$ cat src/hw/rtl/hcs_pkg.sv
// Shared types and helpers for the histogram contrast stretch core.
// No dependencies; used by hcs_stats, hcs_div and the top level.
package hcs_pkg;

    localparam int unsigned NumChan = 3;
    localparam int unsigned PixW    = 8;
    localparam int unsigned NumW    = 2 * PixW;

    localparam logic [PixW-1:0] PixMax = '1;
    localparam logic [PixW-1:0] PixMin = '0;

    // Control for the statistics registers.
    typedef struct packed {
        logic fold;
        logic clear;
    } stats_ctl_t;

    // Status reported by the shared divider.
    typedef struct packed {
        logic busy;
        logic done;
    } div_status_t;

    // Luma (r*11 + g*16 + b*5) / 32, rounded down; the sum fits in 13 bits.
    function automatic logic [PixW-1:0] luma_of(input logic [PixW-1:0] r,
                                                 input logic [PixW-1:0] g,
                                                 input logic [PixW-1:0] b);
        logic [PixW+4:0] sum;
        sum = ({5'd0, r} << 3) + ({5'd0, r} << 1) + {5'd0, r}
            + ({5'd0, g} << 4)
            + ({5'd0, b} << 2) + {5'd0, b};
        return sum[PixW+4:5];
    endfunction

endpackage

$ cat src/hw/rtl/histogram_contrast_stretch_core.sv
// Histogram contrast stretch core. Gather requests (mode 0) fold a pixel, or
// its luma in gray mode, into per-channel min/max. Apply requests (mode 1)
// produce one stretched pixel; each stretched channel goes through one shared
// 8-step restoring divider, with a setup step that starts the divider, eight
// divide steps and a done step. An apply passes through accept, the channel
// steps and finish, for three channels in color mode and one in gray mode,
// and is shorter when a channel is flat, below its minimum or saturates.
// The result sits in an output register, so the next request is taken while
// it waits; an apply that finishes while that register is still full waits in
// its last state until the result is taken.
module histogram_contrast_stretch_core (
    input  logic       aclk,
    input  logic       aresetn,
    input  logic       cfg_wr_en,
    input  logic       cfg_wr_data,
    input  logic       s_valid,
    output logic       s_ready,
    input  logic       s_mode,
    input  logic       s_first_of_frame,
    input  logic [7:0] s_in_red,
    input  logic [7:0] s_in_green,
    input  logic [7:0] s_in_blue,
    output logic       m_valid,
    input  logic       m_ready,
    output logic [7:0] m_out_red,
    output logic [7:0] m_out_green,
    output logic [7:0] m_out_blue
);

    typedef enum logic [2:0] {
        ST_IDLE,
        ST_GATHER,
        ST_SETUP,
        ST_DIV,
        ST_FINISH
    } state_t;

    localparam int unsigned PW = hcs_pkg::PixW;
    localparam int unsigned NC = hcs_pkg::NumChan;

    state_t                   state_reg, state_next;
    logic [1:0]               chan_reg, chan_next;
    logic                     gray_mode_reg, gray_mode_next;
    logic                     first_reg, first_next;
    logic [NC-1:0][PW-1:0]    px_reg, px_next;
    logic [PW-1:0]            luma_reg, luma_next;
    logic [NC-1:0][PW-1:0]    res_reg, res_next;
    logic                     m_valid_reg, m_valid_next;
    logic [NC-1:0][PW-1:0]    m_pix_reg, m_pix_next;

    hcs_pkg::stats_ctl_t      stats_ctl;
    logic [NC-1:0][PW-1:0]    stats_val;
    logic [NC-1:0][PW-1:0]    min_q, max_q;

    logic                     div_start;
    hcs_pkg::div_status_t     div_status;
    logic [PW-1:0]            div_quot;

    logic                     accept;
    logic                     advance;
    logic [PW-1:0]            cur_v, cur_lo, cur_hi, v_off, den;
    logic [hcs_pkg::NumW-1:0] num;

    assign accept = s_valid && s_ready;
    assign s_ready = (state_reg == ST_IDLE);

    assign stats_ctl.fold  = (state_reg == ST_GATHER);
    assign stats_ctl.clear = first_reg;
    assign stats_val = gray_mode_reg ? {NC{luma_reg}} : px_reg;

    hcs_stats u_stats (
        .aclk    (aclk),
        .aresetn (aresetn),
        .ctl     (stats_ctl),
        .val     (stats_val),
        .min_q   (min_q),
        .max_q   (max_q)
    );

    // Gray mode always works on entry 0, since chan_reg stays at zero there.
    assign cur_v  = gray_mode_reg ? luma_reg : px_reg[chan_reg];
    assign cur_lo = min_q[chan_reg];
    assign cur_hi = max_q[chan_reg];
    assign v_off  = cur_v - cur_lo;
    assign den    = cur_hi - cur_lo;
    assign num    = {v_off, {PW{1'b0}}} - {{PW{1'b0}}, v_off};

    hcs_div u_div (
        .aclk     (aclk),
        .aresetn  (aresetn),
        .start    (div_start),
        .dividend (num),
        .divisor  (den),
        .status   (div_status),
        .quotient (div_quot)
    );

    always_comb begin
        state_next     = state_reg;
        chan_next      = chan_reg;
        gray_mode_next = cfg_wr_en ? cfg_wr_data : gray_mode_reg;
        first_next     = first_reg;
        px_next        = px_reg;
        luma_next      = luma_reg;
        res_next       = res_reg;
        m_valid_next   = m_valid_reg && !m_ready;
        m_pix_next     = m_pix_reg;
        div_start      = 1'b0;
        advance        = 1'b0;

        unique case (state_reg)
            ST_IDLE: begin
                if (accept) begin
                    first_next = s_first_of_frame;
                    px_next    = {s_in_blue, s_in_green, s_in_red};
                    luma_next  = hcs_pkg::luma_of(s_in_red, s_in_green, s_in_blue);
                    chan_next  = '0;
                    state_next = s_mode ? ST_SETUP : ST_GATHER;
                end
            end
            ST_GATHER: begin
                state_next = ST_IDLE;
            end
            ST_SETUP: begin
                if (cur_hi <= cur_lo) begin
                    res_next[chan_reg] = cur_v;
                    advance = 1'b1;
                end else if (cur_v <= cur_lo) begin
                    res_next[chan_reg] = hcs_pkg::PixMin;
                    advance = 1'b1;
                end else begin
                    div_start  = 1'b1;
                    state_next = ST_DIV;
                end
            end
            ST_DIV: begin
                if (div_status.done) begin
                    res_next[chan_reg] = div_quot;
                    advance = 1'b1;
                end
            end
            ST_FINISH: begin
                if (!m_valid_reg || m_ready) begin
                    m_valid_next = 1'b1;
                    m_pix_next   = gray_mode_reg ? {NC{res_reg[0]}} : res_reg;
                    state_next   = ST_IDLE;
                end
            end
            default: begin
                state_next = ST_IDLE;
            end
        endcase

        if (advance) begin
            if (gray_mode_reg || chan_reg == 2'(NC - 1)) begin
                state_next = ST_FINISH;
            end else begin
                chan_next  = chan_reg + 1'b1;
                state_next = ST_SETUP;
            end
        end
    end

    always_ff @(posedge aclk) begin
        if (!aresetn) begin
            state_reg     <= ST_IDLE;
            chan_reg      <= '0;
            gray_mode_reg <= 1'b0;
            m_valid_reg   <= 1'b0;
        end else begin
            state_reg     <= state_next;
            chan_reg      <= chan_next;
            gray_mode_reg <= gray_mode_next;
            m_valid_reg   <= m_valid_next;
        end
        first_reg <= first_next;
        px_reg    <= px_next;
        luma_reg  <= luma_next;
        res_reg   <= res_next;
        m_pix_reg <= m_pix_next;
    end

    assign m_valid     = m_valid_reg;
    assign m_out_red   = m_pix_reg[0];
    assign m_out_green = m_pix_reg[1];
    assign m_out_blue  = m_pix_reg[2];

`ifndef ASSERT_OFF
    a_done_in_div: assert property (@(posedge aclk) disable iff (!aresetn)
        div_status.done |-> state_reg == ST_DIV)
        else $error("divider finished outside the divide state");

    a_gray_one_chan: assert property (@(posedge aclk) disable iff (!aresetn)
        (state_reg == ST_SETUP && gray_mode_reg) |-> chan_reg == '0)
        else $error("gray apply moved past channel zero");

    a_result_from_finish: assert property (@(posedge aclk) disable iff (!aresetn)
        $rose(m_valid_reg) |-> $past(state_reg == ST_FINISH))
        else $error("result loaded outside the finish state");

    a_start_idle_div: assert property (@(posedge aclk) disable iff (!aresetn)
        div_start |-> !div_status.busy)
        else $error("divider started while busy");
`endif

endmodule

$ cat src/hw/rtl/hcs_stats.sv
// Per-channel running minimum and maximum registers.
// Depends on hcs_pkg for widths and the control struct.
module hcs_stats (
    input  logic                                         aclk,
    input  logic                                         aresetn,
    input  hcs_pkg::stats_ctl_t                          ctl,
    input  logic [hcs_pkg::NumChan-1:0][hcs_pkg::PixW-1:0] val,
    output logic [hcs_pkg::NumChan-1:0][hcs_pkg::PixW-1:0] min_q,
    output logic [hcs_pkg::NumChan-1:0][hcs_pkg::PixW-1:0] max_q
);

    logic [hcs_pkg::NumChan-1:0][hcs_pkg::PixW-1:0] min_reg, min_next;
    logic [hcs_pkg::NumChan-1:0][hcs_pkg::PixW-1:0] max_reg, max_next;
    logic [hcs_pkg::PixW-1:0] lo_base, hi_base;

    always_comb begin
        min_next = min_reg;
        max_next = max_reg;
        for (int c = 0; c < hcs_pkg::NumChan; c++) begin
            // A first-of-frame fold starts from the cleared values.
            lo_base = ctl.clear ? hcs_pkg::PixMax : min_reg[c];
            hi_base = ctl.clear ? hcs_pkg::PixMin : max_reg[c];
            if (ctl.fold) begin
                min_next[c] = (val[c] < lo_base) ? val[c] : lo_base;
                max_next[c] = (val[c] > hi_base) ? val[c] : hi_base;
            end
        end
    end

    always_ff @(posedge aclk) begin
        if (!aresetn) begin
            for (int c = 0; c < hcs_pkg::NumChan; c++) begin
                min_reg[c] <= hcs_pkg::PixMax;
                max_reg[c] <= hcs_pkg::PixMin;
            end
        end else begin
            min_reg <= min_next;
            max_reg <= max_next;
        end
    end

    assign min_q = min_reg;
    assign max_q = max_reg;

endmodule

$ cat src/hw/rtl/hcs_div.sv
// Shared restoring divider: 16-bit dividend by 8-bit divisor, one quotient
// bit per cycle, quotient saturated to 255. Depends on hcs_pkg.
module hcs_div (
    input  logic                       aclk,
    input  logic                       aresetn,
    input  logic                       start,
    input  logic [hcs_pkg::NumW-1:0]   dividend,
    input  logic [hcs_pkg::PixW-1:0]   divisor,
    output hcs_pkg::div_status_t       status,
    output logic [hcs_pkg::PixW-1:0]   quotient
);

    localparam int unsigned CntW = $clog2(hcs_pkg::PixW);

    logic                      busy_reg, busy_next;
    logic                      done_reg, done_next;
    logic [CntW-1:0]           cnt_reg, cnt_next;
    logic [hcs_pkg::PixW-1:0]  rem_reg, rem_next;
    logic [hcs_pkg::PixW-1:0]  low_reg, low_next;
    logic [hcs_pkg::PixW-1:0]  den_reg, den_next;
    logic [hcs_pkg::PixW:0]    trial;
    logic [hcs_pkg::PixW:0]    diff;
    logic                      ge;

    assign trial = {rem_reg, low_reg[hcs_pkg::PixW-1]};
    assign diff  = trial - {1'b0, den_reg};
    assign ge    = trial >= {1'b0, den_reg};

    always_comb begin
        busy_next = busy_reg;
        done_next = 1'b0;
        cnt_next  = cnt_reg;
        rem_next  = rem_reg;
        low_next  = low_reg;
        den_next  = den_reg;
        if (start) begin
            den_next = divisor;
            // A high half at or above the divisor means the quotient exceeds 255.
            if (dividend[hcs_pkg::NumW-1:hcs_pkg::PixW] >= divisor) begin
                low_next  = hcs_pkg::PixMax;
                done_next = 1'b1;
            end else begin
                rem_next  = dividend[hcs_pkg::NumW-1:hcs_pkg::PixW];
                low_next  = dividend[hcs_pkg::PixW-1:0];
                cnt_next  = CntW'(hcs_pkg::PixW - 1);
                busy_next = 1'b1;
            end
        end else if (busy_reg) begin
            rem_next = ge ? diff[hcs_pkg::PixW-1:0] : trial[hcs_pkg::PixW-1:0];
            low_next = {low_reg[hcs_pkg::PixW-2:0], ge};
            if (cnt_reg == '0) begin
                busy_next = 1'b0;
                done_next = 1'b1;
            end else begin
                cnt_next = cnt_reg - 1'b1;
            end
        end
    end

    always_ff @(posedge aclk) begin
        if (!aresetn) begin
            busy_reg <= 1'b0;
            done_reg <= 1'b0;
            cnt_reg  <= '0;
        end else begin
            busy_reg <= busy_next;
            done_reg <= done_next;
            cnt_reg  <= cnt_next;
        end
        rem_reg <= rem_next;
        low_reg <= low_next;
        den_reg <= den_next;
    end

    assign status.busy = busy_reg;
    assign status.done = done_reg;
    assign quotient    = low_reg;

endmodule

$ cat config.mk
export PLATFORM = sky130hd
export DESIGN_NAME = histogram_contrast_stretch_core
export DESIGN_NICKNAME = d
export VERILOG_FILES = /design/src/hw/rtl/hcs_pkg.sv /design/src/hw/rtl/histogram_contrast_stretch_core.sv /design/src/hw/rtl/hcs_stats.sv /design/src/hw/rtl/hcs_div.sv
export SDC_FILE = /design/constraint.sdc
export NUM_CORES = 1
export LEC_CHECK = 0
export ABC_CLOCK_PERIOD_IN_PS = 19800
export BUFFER_PORTS_ARGS = -buffer_cell sky130_fd_sc_hd__buf_2
export CELL_PAD_IN_SITES_DETAIL_PLACEMENT = 1
export CELL_PAD_IN_SITES_GLOBAL_PLACEMENT = 1
export CORE_UTILIZATION = 38
export CTS_CLUSTER_DIAMETER = 150
export DETAILED_ROUTE_END_ITERATION = 8
export PLACE_DENSITY = 0.71
export SYNTH_ARGS = -nofsm -noshare
export SYNTH_HDL_FRONTEND = slang
export SYNTH_SLANG_ARGS = --single-unit
$ cat constraint.sdc
create_clock -name aclk -period 19.8 [get_ports aclk]
set_clock_uncertainty 0.2 [all_clocks]
set_input_delay 2.97 -clock aclk [delete_from_list [all_inputs] [get_ports aclk]]
set_output_delay 2.97 -clock aclk [all_outputs]
set_load 0.01 [all_outputs]
==> results of run 1 <==
## area by class of cell
type	count	area, um2
clock buffer	17	425
clock inverter	15	159
fill	3429	16900
inverter	81	304
multi-input combinational	920	6600
sequential	165	4360
tap	390	488
timing repair buffer	74	413
## worst max-delay path: stages, from the launching register on
cell and delay (ns):
dfxtp_1 0.92, nor2b_1 0.54, buf_4 0.33, nand2_1 0.07, o21ai_0 0.25, ha_1 0.26, inv_1 0.05, fa_1 0.39
xnor2_1 0.57, nand2_1 0.15, nor2_1 0.19, o21ai_0 0.24, or3_1 0.38, and2_1 0.17, ha_1 0.26, nand2b_1 0.14
a21oi_1 0.15, nor2b_1 0.06, o21ai_0 0.17, a21oi_1 0.09, o41ai_1 0.27, buf_4 0.23, nand2_1 0.10, nand2_1 0.31
## power breakdown
| group | total (W) | switching (W) | internal [W] |
|---|---|---|---|
| logic | 0.000488 | 0.000303 | 0.000184 |
| clock network | 0.000339 | 0.000160 | 0.000178 |
| registers | 0.000427 | 0.0000208 | 0.000406 |
| total | 0.00125 | 0.000484 | 0.000769 |
## routing by layer
layer	wire [um]	part of all wire
met1	14600	0.46
met2	15900	0.50
met3	891	0.028
met4	553	0.017
met5	0	0
## worst paths after layout
check	from	end	cells after the start
setup / recovery	chan_reg[0]	u_div.rem_reg[6]	23
hold / removal	res_reg[7]	m_out_red[7]	0
setup reg to reg	chan_reg[0]	u_div.rem_reg[6]	23
hold reg to reg	res_reg[7]	m_out_red[7]	0
## synth_stat cells, drive strengths merged, types with 17 or more instances
| cell type | instances | share of area |
|---|---|---|
| nor2 | 109 | 0.036 |
| mux2i | 47 | 0.041 |
| nand3 | 17 | 0.0074 |
| fa | 29 | 0.051 |
| mux2 | 29 | 0.029 |
| nand2 | 119 | 0.039 |
| o21ai | 136 | 0.060 |
| dfxtp | 60 | 0.10 |
| a21boi | 27 | 0.018 |
| nand2b | 33 | 0.018 |
| a21oi | 61 | 0.027 |
| nor2b | 17 | 0.0093 |
| clkbuf | 38 | 0.012 |
| o21a | 23 | 0.015 |
| inv | 81 | 0.027 |
| ha | 100 | 0.11 |
| edfxtp | 105 | 0.28 |
## kinds of logic (layout without fill, tap and decap cells)
kind of cell,after synthesis,count (layout)
XOR/XNOR,27,27
AND/OR/NAND/NOR,368,368
AO/OA/AOI/OAI,320,320
adder cells (fa/ha/maj),129,129
multiplexers,76,76
flip-flops,165,165
buffers and inverters,133,187
## per-stage QoR
stage,util,power (W),setup slack [ns],std cells
finish,0.430,0.00125,12.95,1662
CTS,0.430,0.00126,12.95,1662
floorplan,-,0.000764,13.38,1218
global route,0.430,0.00133,12.44,1662
detailed placement,0.410,0.000918,12.93,1630
global placement,0.410,0.000899,13.06,1630
==> impl_metrics.yaml, run 1 <==
outcome:
  status: "finished, final reports clean"
job:
  drv_cap: 0
timing:
  worstMarginPinSlew_ns: 1.16
  hold_ws_ns: 0.286
  finalMaxSlewViolations: 0
  tns_ns: 0
  period_needed_ns: 6.85
  timing_hold_violations_final: 0
  fin_crit_sh: 0.346
  fmax_mhz: 146
  slew_headroom: 0.223
  setup_viol: 0
  rsz0062_at_grt: "no"
global_route:
  busiest_layer: "met2"
  grt_pass1_wl_mm: 51.2
  grt_pass1_vias: 9428
  use_met3: 0.0279
  grt_start_max_net_pins: 61
  track_usage: 0.214
  grt_util_met1: 0.275
  overflow: 0
  antenna_found_initial: 0
  met2_usage: 0.373
clocking:
  cts_buffers: 17
  cts_resized: 0
  htree_num_levels: 4
  post_cts_buffers: 0
  cts_hold_buf: 0
  clockBufferDepth: 2
  clock-sinks: 165
  clk_pin_slew_ns: 0.08
  clockRootBuffer: "clkbuf_16"
  clock_latency_ns: 0.45
  cts_tree: "yes"
synth:
  yosysUniqueCellTypes: 72
  yosysSeqAreaShare: 0.380
  synth-edff-count: 105
  synthMuxAreaShare: 0.0698
  synthArstFlopShare: 0
  syn_area_mm2: 0.0115
  synth-xor-area-share: 0.0206
  yosysWarnings: 0
  synth_compound_area_frac: 0.173
  ys.flop_type: "edfxtp_1"
  ys_seq_elements: 165
  syn_nets: 1379
  syn_avg_cell_area_um2: 9.41
  synth_top_family_by_area: "compound AO/OA/AOI/OAI gates"
  yosys.area_share.simple: 0.151
  syn_inst: 1218
  synth-adder-area-share: 0.160
final_layout:
  num_antenna_cells: 0
  drive_gt1_frac: 0.118
  design_area_mm2: 0.0127
  layout_common_cells: "o21ai_0, nand2_1, nor2_1"
  layout_commonest_cell: "o21ai_0"
  nets: 1420
  synthToLayoutAreaGrowth_pct: 11.2
floorplan:
  start_util: 0.387
  core_area_mm2: 0.0296
  die_w_um: 176
  row_count: 63
  ios: 58
  die_h_um: 176
  dieArea_mm2: 0.0309
placed_design:
  gp_congestion: 0.841
  placed_cell_area_mm2: 0.0122
  place_hpwl_mm: 23.7
  io_buffers: 57
critical_path:
  end_kind: "register"
  r2r_slack_ns: 12.95
  worstSetupPathType: "register to register"
  worstPathRequired_ns: 19.71
  cp_max_fo: 27
  start_kind: "register"
  worstPathArrival_ns: 6.75
drt:
  vias: 9133
  drcViolationCount: 0
  ant_nets: 0
  first_iter_violations: 491
  routedWlPerCell_um: 19.3
  firstDrtPassIters: 5
  post_drt_via_cell_ratio: 5.50
  routed_wl_mm: 32.0
pwr:
  peakVddDrop_mv: 0.0815
  p_leak_nw: 5.14
  powerDensity_mw_per_mm2: 98.3
min_path:
  hold_path.class: "register to register"
No activity file was read; power rests on OpenSTA's default activity.
==> inputs of run 2 (changes only) <==
ABC_AREA = 1   (was unset)
ABC_CLOCK_PERIOD_IN_PS = 6600   (was 19800)
PLACE_DENSITY = 0.72   (was 0.71)
clock period = 6.6 ns   (was 19.8 ns; I/O delays follow)
==> impl_metrics.yaml, run 2 <==
critical_path:
  r2r_cells: 25
  cp_max_fo: 11
  cpPeakStageDelay_ns: 0.80
  worstPathRequired_ns: 6.51
  cp_slowest_cell: "dfxtp_1"
  worstSetupStartpoint: "chan_reg[1]"
  worstPathArrival_ns: 5.41
  end_kind: "register"
  worstSetupPathType: "register to register"
  cpMostUsedCell: "nand2_1"
  r2r-start: "chan_reg[1]"
  start_kind: "register"
  r2r-end: "u_div.rem_reg[2]"
  r2r_slack_ns: 1.10
pwr:
  p_leak_nw: 5.61
  powerDensity_mw_per_mm2: 442
  peakVddDrop_mv: 0.202
timing:
  tns_ns: 0
  setup_viol: 0
  fmax_mhz: 182
  fin_crit_sh: 0.834
  worstMarginPinSlew_ns: 1.25
  rsz0062_at_grt: "no"
  timing_hold_violations_final: 0
  finalMaxSlewViolations: 0
  slew_headroom: 0.167
  period_needed_ns: 5.50
final_layout:
  nets: 1602
  num_antenna_cells: 0
  synthToLayoutAreaGrowth_pct: 10.4
  drive_gt1_frac: 0.107
  layout_common_cells: "nand2_1, inv_1, a21oi_1"
  layout_commonest_cell: "nand2_1"
  design_area_mm2: 0.0127
clocking:
  clockRootBuffer: "clkbuf_16"
  cts_hold_buf: 0
  clock_latency_ns: 0.45
  clk_pin_slew_ns: 0.08
  clock-sinks: 165
  htree_num_levels: 4
  cts_tree: "yes"
  post_cts_buffers: 0
  clockBufferDepth: 2
  cts_resized: 0
  cts_buffers: 17
floorplan:
  dieArea_mm2: 0.0311
  core_area_mm2: 0.0298
  row_count: 63
  ios: 58
  start_util: 0.388
  die_h_um: 176
  die_w_um: 176
min_path:
  holdPathStages: 2
  hold_path_end: "u_stats.max_q[8]"
  hold_path.class: "register to register"
  min_from: "u_stats.max_q[8]"
synth:
  synth_top_area_frac: 0.273
  synth-edff-count: 105
  yosysUniqueCellTypes: 59
  yosysSeqAreaShare: 0.377
  ys.flop_type: "edfxtp_1"
  ys_top_cells_by_count: "nand2_1, inv_1, a21oi_1, o21ai_0, edfxtp_1"
  synth_area_leaders: "edfxtp_1, ha_1, dfxtp_1"
  syn_nets: 1566
  syn_avg_cell_area_um2: 8.22
  syn_area_mm2: 0.0115
  syn_inst: 1405
  yosys.area.top_type: "edfxtp_1"
  ys_seq_elements: 165
  yosysWarnings: 0
  synth_most_common_cell: "nand2_1"
  synthArstFlopShare: 0
drt:
  firstDrtPassIters: 5
  vias: 10000
  first_iter_violations: 512
  routedWlPerCell_um: 18.7
  routed_wl_mm: 34.6
  ant_nets: 0
  drcViolationCount: 0
  post_drt_via_cell_ratio: 5.43
global_route:
  grt_pass1_vias: 10500
  grt_start_max_net_pins: 79
  grt_pass1_wl_mm: 56.3
  track_usage: 0.233
  antenna_found_initial: 0
  overflow: 0
placed_design:
  gp_congestion: 0.848
  place_hpwl_mm: 26.2
  placed_cell_area_mm2: 0.0122
  io_buffers: 57
job:
  drv_cap: 0
outcome:
  status: "finished, final reports clean"
[run 2: cells by family after synthesis]
family,after synthesis,share of synthesized area
AOI/OAI and AO/OA,385,0.183
DFF,165,0.377
xor gates and xnor gates,20,0.0152
muxes,1,0.000867
adders and majority gates,129,0.159
buffers and inverters,231,0.0805
and+or+nand+nor,474,0.184
[run 2: where the power goes]
group / total (W) / internal [W] / switching (W)
Combinational: 0.00306 / 0.000996 / 0.00207
Clock: 0.00102 / 0.000508 / 0.000516
Sequential: 0.00155 / 0.00140 / 0.000146
Total: 0.00563 / 0.00290 / 0.00273
[run 2: worst max path at each step]
stage | endpoint | slack (ns) | cells after the start
finish | u_div.rem_reg[2] | 1.10 | 25
global route | u_div.rem_reg[0] | 0.70 | 25
CTS | u_div.rem_reg[2] | 1.10 | 25
detailed placement | u_div.rem_reg[2] | 1.19 | 25
global placement | u_div.rem_reg[2] | 1.41 | 25
floorplan | u_div.rem_reg[0] | 1.92 | 27
[run 2: per-stage QoR]
step / total power [W] / util / std cells / setup WS (ns) / hold slack (ns)
after global routing: 0.00613 / 0.428 / 1844 / 0.696 / 0.295
final: 0.00563 / 0.428 / 1844 / 1.10 / 0.267
after CTS: 0.00565 / 0.428 / 1844 / 1.10 / 0.271
after floorplan: 0.00372 / - / 1405 / 1.92 / 0.245
after global placement: 0.00448 / 0.408 / 1812 / 1.41 / 0.253
after detailed placement: 0.00458 / 0.408 / 1812 / 1.19 / 0.259
[run 2: worst max-delay path, delay by kind of cell (launching register included)]
family                   cells  cell delay [ns]
AO/OA/AOI/OAI                2             0.71
buffers and inverters        4             0.52
flip-flops                   1             0.80
adder cells (fa/ha/maj)      3             0.97
AND/OR/NAND/NOR             16             1.97
[run 2: layer usage]
layer | track usage | vias up | share of wire
met5 | 0 | - | 0
met4 | 0.0804 | 0 | 0.025
li1 | - | 4864 | -
met3 | 0.0267 | 49 | 0.028
met2 | 0.407 | 185 | 0.50
met1 | 0.295 | 4921 | 0.45
[run 2: cell type report]
cell class	count	area, um2
inverters	182	696
well taps	390	488
fillers	3645	17000
repair buffers	66	353
clock inverters	15	161
multi-input cells	1009	6270
flip-flops and latches	165	4350
clock buffers	17	425
